--- src/rtl/core/spg_pkg.sv ---
// Shared types and constants for the Sobel patch gradient block.
`default_nettype none

package spg_pkg;

	localparam int SAMPLE_W = 16;
	localparam int GRAD_W   = 19;
	localparam int POS_W    = 7;

	typedef logic [SAMPLE_W-1:0]       sample_t;
	typedef logic signed [GRAD_W-1:0]  grad_t;
	typedef logic [POS_W-1:0]          pos_t;

	// One window column: top, middle and bottom samples.
	typedef struct packed {
		sample_t top;
		sample_t mid;
		sample_t bot;
	} wcol_t;

	// Widen an unsigned sample into the signed gradient width.
	function automatic grad_t to_grad(input sample_t s);
		to_grad = grad_t'({{(GRAD_W-SAMPLE_W){1'b0}}, s});
	endfunction

endpackage

`default_nettype wire

--- src/rtl/core/sobel_patch_gradient.sv ---
// Sobel 3x3 gradient unit for a square patch streamed in raster order.
//
// Input channel: sample_valid / sample_stall carry one 16-bit sample
// (8 fractional bits) and a patch_start flag that puts the sample at row 0,
// column 0 of a patch of (INNER_SIZE+2) x (INNER_SIZE+2) samples.
// Output channel: grad_valid / grad_stall carry grad_x, grad_y (signed,
// 8 fractional bits), the interior position out_row / out_col and
// last_of_patch. Border samples give no result.
// The accepted sample is registered in stage 1, then in the result register.
// Throughput: one sample per cycle while sample_stall is low; the line stores
// take one read and one write per cycle, the read being registered at the
// accepting edge. A sample is taken while a result still waits; only when the
// result register is full and grad_stall is high does sample_stall rise, and
// the whole pipe then holds.
// Reset clears the position counters, the window and the valid flags;
// line store contents are rewritten by rows 0 and 1 of every patch
// before any result reads them.
`default_nettype none

module sobel_patch_gradient #(
	parameter int INNER_SIZE = 8
) (
	input  logic             clk,
	input  logic             arst_n,
	input  logic             sample_valid,
	output logic             sample_stall,
	input  spg_pkg::sample_t sample,
	input  logic             patch_start,
	output logic             grad_valid,
	input  logic             grad_stall,
	output spg_pkg::grad_t   grad_x,
	output spg_pkg::grad_t   grad_y,
	output spg_pkg::pos_t    out_row,
	output spg_pkg::pos_t    out_col,
	output logic             last_of_patch
);
	import spg_pkg::*;

	localparam int   SIDE     = INNER_SIZE + 2;
	localparam int   AW       = $clog2(SIDE);
	localparam pos_t LAST_POS = pos_t'(SIDE - 1);
	localparam pos_t INNER_P  = pos_t'(INNER_SIZE);

	// Line stores: previous row (a) and the row before it (b).
	sample_t line_a [SIDE];
	sample_t line_b [SIDE];

	pos_t    row_q, col_q;
	wcol_t   left_q, center_q;

	logic    valid_s1;
	sample_t sample_s1, top_s1, mid_s1;
	pos_t    row_s1, col_s1;

	logic    adv;
	logic    accept;
	pos_t    cur_row, cur_col, nxt_row, nxt_col;
	logic    bypass;
	wcol_t   cur_w;
	logic    interior;
	grad_t   gx, gy;

	// Pipe moves whenever the result register can take a new value.
	assign adv          = !(grad_valid && grad_stall);
	assign sample_stall = !adv;
	assign accept       = sample_valid && adv;

	// Position of the incoming sample and the one after it.
	always_comb begin
		cur_row = patch_start ? '0 : row_q;
		cur_col = patch_start ? '0 : col_q;
		nxt_col = cur_col + pos_t'(1);
		nxt_row = cur_row;
		if (cur_col == LAST_POS) begin
			nxt_col = '0;
			nxt_row = (cur_row == LAST_POS) ? '0 : cur_row + pos_t'(1);
		end
	end

	always_ff @(posedge clk or negedge arst_n) begin
		if (!arst_n) begin
			row_q <= '0;
			col_q <= '0;
		end else if (accept) begin
			row_q <= nxt_row;
			col_q <= nxt_col;
		end
	end

	// Forward a same-cycle store write to the read port.
	assign bypass = valid_s1 && (col_s1[AW-1:0] == cur_col[AW-1:0]);

	// Read the line stores at the accepting edge; register the sample.
	always_ff @(posedge clk) begin
		if (accept) begin
			sample_s1 <= sample;
			row_s1    <= cur_row;
			col_s1    <= cur_col;
			top_s1    <= bypass ? mid_s1 : line_b[cur_col[AW-1:0]];
			mid_s1    <= bypass ? sample_s1 : line_a[cur_col[AW-1:0]];
		end
	end

	// Write back the shifted column when stage 1 drains.
	always_ff @(posedge clk) begin
		if (adv && valid_s1) begin
			line_b[col_s1[AW-1:0]] <= mid_s1;
			line_a[col_s1[AW-1:0]] <= sample_s1;
		end
	end

	always_ff @(posedge clk or negedge arst_n) begin
		if (!arst_n) begin
			valid_s1 <= 1'b0;
		end else if (adv) begin
			valid_s1 <= sample_valid;
		end
	end

	assign cur_w = '{top: top_s1, mid: mid_s1, bot: sample_s1};

	// Advance the window by one column per drained sample.
	always_ff @(posedge clk or negedge arst_n) begin
		if (!arst_n) begin
			left_q   <= '0;
			center_q <= '0;
		end else if (adv && valid_s1) begin
			left_q   <= center_q;
			center_q <= cur_w;
		end
	end

	// Sobel kernels over left, center and current columns.
	always_comb begin
		gx = (to_grad(cur_w.top) - to_grad(left_q.top))
		   + ((to_grad(cur_w.mid) - to_grad(left_q.mid)) <<< 1)
		   + (to_grad(cur_w.bot) - to_grad(left_q.bot));
		gy = (to_grad(left_q.bot) - to_grad(left_q.top))
		   + ((to_grad(center_q.bot) - to_grad(center_q.top)) <<< 1)
		   + (to_grad(cur_w.bot) - to_grad(cur_w.top));
	end

	assign interior = (row_s1 >= pos_t'(2)) && (col_s1 >= pos_t'(2));

	// Result register.
	always_ff @(posedge clk or negedge arst_n) begin
		if (!arst_n) begin
			grad_valid <= 1'b0;
		end else if (adv) begin
			grad_valid <= valid_s1 && interior;
		end
	end

	always_ff @(posedge clk) begin
		if (adv && valid_s1 && interior) begin
			grad_x        <= gx;
			grad_y        <= gy;
			out_row       <= row_s1 - pos_t'(1);
			out_col       <= col_s1 - pos_t'(1);
			last_of_patch <= (row_s1 == LAST_POS) && (col_s1 == LAST_POS);
		end
	end

	// Last flag only on the final interior position.
	assert property (@(posedge clk) disable iff (!arst_n)
		(grad_valid && last_of_patch) |-> (out_row == INNER_P && out_col == INNER_P))
		else $error("last_of_patch off the final interior position");

	// Input holds only behind a full, stalled result register.
	assert property (@(posedge clk) disable iff (!arst_n)
		sample_stall |-> (grad_valid && grad_stall))
		else $error("input stalled without a blocked result");

	// A fresh result comes only from a sample in stage 1.
	assert property (@(posedge clk) disable iff (!arst_n)
		$rose(grad_valid) |-> $past(valid_s1))
		else $error("result without a sample in stage 1");

	// Results lie inside the patch interior.
	assert property (@(posedge clk) disable iff (!arst_n)
		grad_valid |-> (out_row >= pos_t'(1) && out_row <= INNER_P
			&& out_col >= pos_t'(1) && out_col <= INNER_P))
		else $error("result position outside the interior");

endmodule

`default_nettype wire

--- config.mk ---
export PLATFORM = sky130hd
export DESIGN_NAME = sobel_patch_gradient
export DESIGN_NICKNAME = d
export VERILOG_FILES = /design/src/rtl/core/spg_pkg.sv /design/src/rtl/core/sobel_patch_gradient.sv
export SDC_FILE = /design/constraint.sdc
export NUM_CORES = 1
export LEC_CHECK = 0
export CAP_MARGIN = 5
export CORE_MARGIN = 1
export CORE_UTILIZATION = 60
export CTS_CLUSTER_SIZE = 12
export DETAILED_ROUTE_END_ITERATION = 16
export DONT_BUFFER_PORTS = 1
export PLACE_DENSITY = 0.76
export SLEW_MARGIN = 20
export SYNTH_ARGS = -nofsm -noshare
export SYNTH_HDL_FRONTEND = slang
export SYNTH_SLANG_ARGS = --single-unit
export TNS_END_PERCENT = 30
--- constraint.sdc ---
create_clock -name clk -period 6.67 [get_ports clk]
set_input_delay 0.3335 -clock clk [delete_from_list [all_inputs] [get_ports clk]]
set_output_delay 0.3335 -clock clk [all_outputs]
set_load 0.005 [all_outputs]
-- Yosys cells after proc, flatten, opt, wreduce, memory -nomap -nowiden
Memories as Yosys holds them, arrays and structs flattened. A register that Yosys moved wholly into a read port is not among the register bits.
Cells that the tools add are included.
- latch bits: 0
- bits of input ports: 21
- memory bits (writable): 320
- logic and storage cells: 55
- output and inout bits: 55
- ROM bits: 0
- register bits after elaboration: 195
- memories kept: 2
- memory list (name ; depth ; width ; read ports ; clocked after memory_dff ; write ports ; line ; source):
    line_a ; 10 ; 16 ; 1 ; 1 ; 1 ; sobel_patch_gradient.sv:45 ; sample_t line_a [SIDE];
    line_b ; 10 ; 16 ; 1 ; 1 ; 1 ; sobel_patch_gradient.sv:46 ; sample_t line_b [SIDE];
- order comparisons: 2
- eq/ne operators: 4
- bitwise gates (word level): 0
- reductions and logical operators: 8
- multiplexer cells: 7
- shift operators: 0
- divide/modulo/power cells: 0
- $add $sub $neg: 14
- multiply operators: 0
- operators with widths (operator ; number):
    $sub A16 B16 Y17 ; 6
    $add A17 B18 Y19 ; 2
    $add A19 B17 Y19 ; 2
    $mux W7 ; 5
    $eq A7 B4 Y1 const B ; 4
    $add A7 B1 Y7 const B ; 2
    $ge A7 B2 Y1 const B ; 2
    $sub A7 B1 Y7 const B ; 2
    $logic_and A1 B1 Y1 ; 7
    $mux W1 ; 2
    $logic_not A1 Y1 ; 1

-- Depth between registers and ports, before layout
- depth after elaboration: 5
- mapped depth: 22

-- Worst setup path before layout
OpenSTA, ideal clock, no wires.
- path type: register to register
- from: register sample_s1[0]
- to: register grad_x[17] (data pin)
- arrival time: 4.229 ns
- required time: 6.405 ns
- period minus slack after synthesis: 4.494 ns
- path buffers: 1
- slack: 2.176 ns
- setup time: 0.265 ns
- cell stages (with the launch flop): 20
- cell sequence: edfxtp_1 -> inv_1 -> ha_1 -> inv_1 -> fa_1 -> a211o_1 -> a21oi_2 -> o21ai_2 -> a311o_1 -> a41o_1 -> a21oi_2 -> xor2_1 -> fa_1 -> inv_1 -> ha_1 -> clkbuf_1 -> nand4_1 -> or2_2 -> o21ai_0 -> xor2_1
- longest elaborated chain between the ends: 2
- RTL lines (element ; line ; source):
    from (decl) ; sobel_patch_gradient.sv:52 ; sample_t sample_s1, top_s1, mid_s1;
    from (signal assigned) ; sobel_patch_gradient.sv:96 ; sample_s1 <= sample;
    $sub A16 B16 Y17 ; sobel_patch_gradient.sv:137 ; + (to_grad(cur_w.bot) - to_grad(left_q.bot));
    $add A19 B17 Y19 ; sobel_patch_gradient.sv:137 ;
    net gx[17] ; sobel_patch_gradient.sv:61 ; grad_t gx, gy;
    to (signal assigned) ; sobel_patch_gradient.sv:156 ; grad_x <= gx;
    to (decl) ; sobel_patch_gradient.sv:31 ; output spg_pkg::grad_t grad_x,
The timed path passes the listed nets, and every way through them passes these cells.
A chain may end at the register's enable or synchronous reset.

-- Worst setup path after layout
- from: register mid_s1[0], read port of line_a
- to: register grad_x[16] (data pin)
- longest elaborated chain between the ends: 3
- RTL lines (element ; line ; source):
    from (decl) ; sobel_patch_gradient.sv:52 ;
    $sub A16 B16 Y17 ; sobel_patch_gradient.sv:136 ; + ((to_grad(cur_w.mid) - to_grad(left_q.mid)) <<< 1)
    $add A17 B18 Y19 ; sobel_patch_gradient.sv:136 ;
    $add A19 B17 Y19 ; sobel_patch_gradient.sv:137 ;
    net gx[16] ; sobel_patch_gradient.sv:61 ;
The timed path passes the listed nets, and every way through them passes these cells.

==> reports/results.tsv <==
metric	value	unit
async_flop_share	20.48	%
crit_slowest_cell	edfxtp_1	
r2r_start	mid_s1[0]$_DFFE_PP_	
grt_first_pass_wirelength	104600	microns
holdPathStages	3	
grt_max_degree	128	
syn_area	0.02818	sq mm
via_per_inst	6.153	
cts_setup_buffers	0	
critPathLaunchType	register	
fin_crit	5029	ps
cts.clk_slew.worst_paths	60	ps
yosysWarnings	0	
fin_setup_tns	0	ps
hold_path.class	in -> reg	
critPathRequiredTime	7160	ps
reg2reg_depth	20	
cp_cell_sequence	inv_1, ha_1, fa_1, nor2b_1, o21ai_0, a21boi_0, o21ai_1, a21oi_1, a21oi_1, xnor2_1, fa_1, inv_1, ha_1, a21o_1, a21oi_1, o21ai_1, a21oi_1, nand2_1, a2111o_1, nand3_1	
clock_skew	46.55	ps
vias	18920	
die_w	218.7	microns
rsz0062_at_grt	false	
timing.hold.worst_endpoint	col_q[2]$_DFFE_PN0P_	
finalNetCount	2627	
cts_tree	built	
synth.area.top_cells	edfxtp_1 46%, dfrtp_1 9.9%, ha_1 6.4%, nand2_1 3.9%, mux2i_1 3.5%	
avgRoutedWirePerCell	22.19	microns
grt_use_total	28.92	%
drive_gt1_share	7.056	%
timing.rr.end	grad_x[16]$_DFFE_PP_	
final_common_cell	edfxtp_1	
ys_ff_latch	547	
antenna_found_initial	2	
ant_nets	0	
drcViolationCount	0	
final_cell_mix	435 x edfxtp_1, 291 x nand2_1, 203 x inv_1	
dp_hpwl	43590	microns
pin_count	76	
hp-start	patch_start	
numCtsBuffers	56	
overflow	0	
core_area	0.04646	sq mm
ys_seq_area_share	56.31	%
routed_wl	68200	microns
initial_utilization	60.65	%
synth_enable_flop_cells	435	
portBuffers	0	
finalSetupViolCount	0	
synth_ff_type	edfxtp_1	
cts_max_path_buffers	3	
cts.sink_count	547	
ff2ff_setup_slack	1640	ps
fp.dieH	218.7	microns
synthesis.nets	2618	
clockRootBuffer	clkbuf_16	
tightest_slew	1139	ps
synth_top_area_share	46.36	%
status	complete, no violations	
max_cap_viol_count	0	
synth_cells	2411	
path_class	reg -> reg	
avgSynthCellArea	11.69	sq um
arrival	5520	ps
timing.critical_path.mode_cell	a21oi_1	
slew_violations	0	
yosysTopAreaCell	edfxtp_1	
firstDrtPassIters	7	
area_growth_syn_to_layout	9.632	%
slew_headroom	24.05	%
synth.distinct_cells	77	
endpoint_kind	register	
grt_pass1_vias	18760	
place_congestion	0.8818	
clk_latency	630	ps
finalHoldViolCount	0	
dr.first_iter.drc_count	1719	
finalCritPeriodShare	75.40	%
h-tree-depth	2	
die-area	0.04783	sq mm
fp-row-count	79	
critical_path_peak_fanout	12	
worstSetupStartpoint	mid_s1[0]$_DFFE_PP_	
slowest_delay	600	ps
fmax	198.8	MHz
## timing repair
item                                   4_1_cts  5_1_grt
hold buffers                                19        0
resized for setup                            0        0
endpoints found under the hold margin      147        0
## cells by family after synthesis
group / after synthesis / share of synthesized area [%]
AO/OA/AOI/OAI: 534 / 12.35
XOR/XNOR: 116 / 3.606
adder cells (fa/ha/maj): 186 / 9.378
buffers and inverters: 301 / 4.067
flip-flops: 547 / 56.31
multiplexers: 130 / 4.760
AND/OR/NAND/NOR: 597 / 9.534
## registers in the layout, summed over array words and instances, names as in the netlist, 16 cells and up
name and cells:
top_s1 16, mid_s1 16, sample_s1 16, grad_x 19
grad_y 19, center_q 48, line_a 160, left_q 48
line_b 160
## layout make-up
type / count / area (sq um)
flip-flops and latches: 547 / 15870
fillers: 3433 / 15570
multi-input cells: 1563 / 11210
clock buffers: 97 / 1718
inverters: 205 / 770.7
well taps: 607 / 759.5
repair buffers: 47 / 437.9
clock inverters: 7 / 125.1
diodes: 1 / 2.502
## synth_stat cells, drive strengths merged (65+ instances only)
library cell and number:
clkbuf 69, o21ai 137, o221ai 65, nand2 291
mux2i 98, nor2 96, inv 205, ha 144
dfrtp 112, xnor2 69, a21oi 125, edfxtp 435
## worst max-delay path by stage
stage	end	slack, ps	cells after the start
floorplan	grad_x[17]$_DFFE_PP_	2180	19
finish	grad_x[16]$_DFFE_PP_	1640	20
global placement	grad_x[17]$_DFFE_PP_	1780	21
CTS	grad_y[17]$_DFFE_PP_	1650	19
detailed placement	grad_y[17]$_DFFE_PP_	1640	19
global route	grad_y[17]$_DFFE_PP_	1120	19
## layer usage
layer  vias up  track usage (%)  wire [microns]
li1       8746                -               -
met1      9326            36.25           26760
met2       699            50.24           34100
met3       142            5.205            5225
met4         2            10.02            2101
met5         -                0              13
## critical path, delay by kind of cell, from the launching register on
| kind | cells | cell delay, ps |
|---|---|---|
| and+or+nand+nor | 3 | 340 |
| adders and majority gates | 4 | 1510 |
| xor gates and xnor gates | 1 | 190 |
| buffers and inverters | 2 | 160 |
| DFF | 1 | 600 |
| AOI/OAI and AO/OA | 10 | 2110 |
## metrics by stage
stage / setup slack (ps) / util, % / instance area (sq um) / hold WS [ps] / std cells
CTS: 1649 / 66.43 / 30860 / 7.744 / 3072
finish: 1641 / 66.49 / 30890 / 34.34 / 3074
global route: 1121 / 66.49 / 30890 / 62.61 / 3073
detailed placement: 1645 / 62.01 / 28810 / 45.02 / 2949
global placement: 1778 / 62.01 / 28810 / 43.99 / 2949
floorplan: 2176 / - / 28180 / 37.91 / 2411
Power is not shown: default switching activity piles up to over one toggle a cycle in this logic, so the estimate is an artifact.
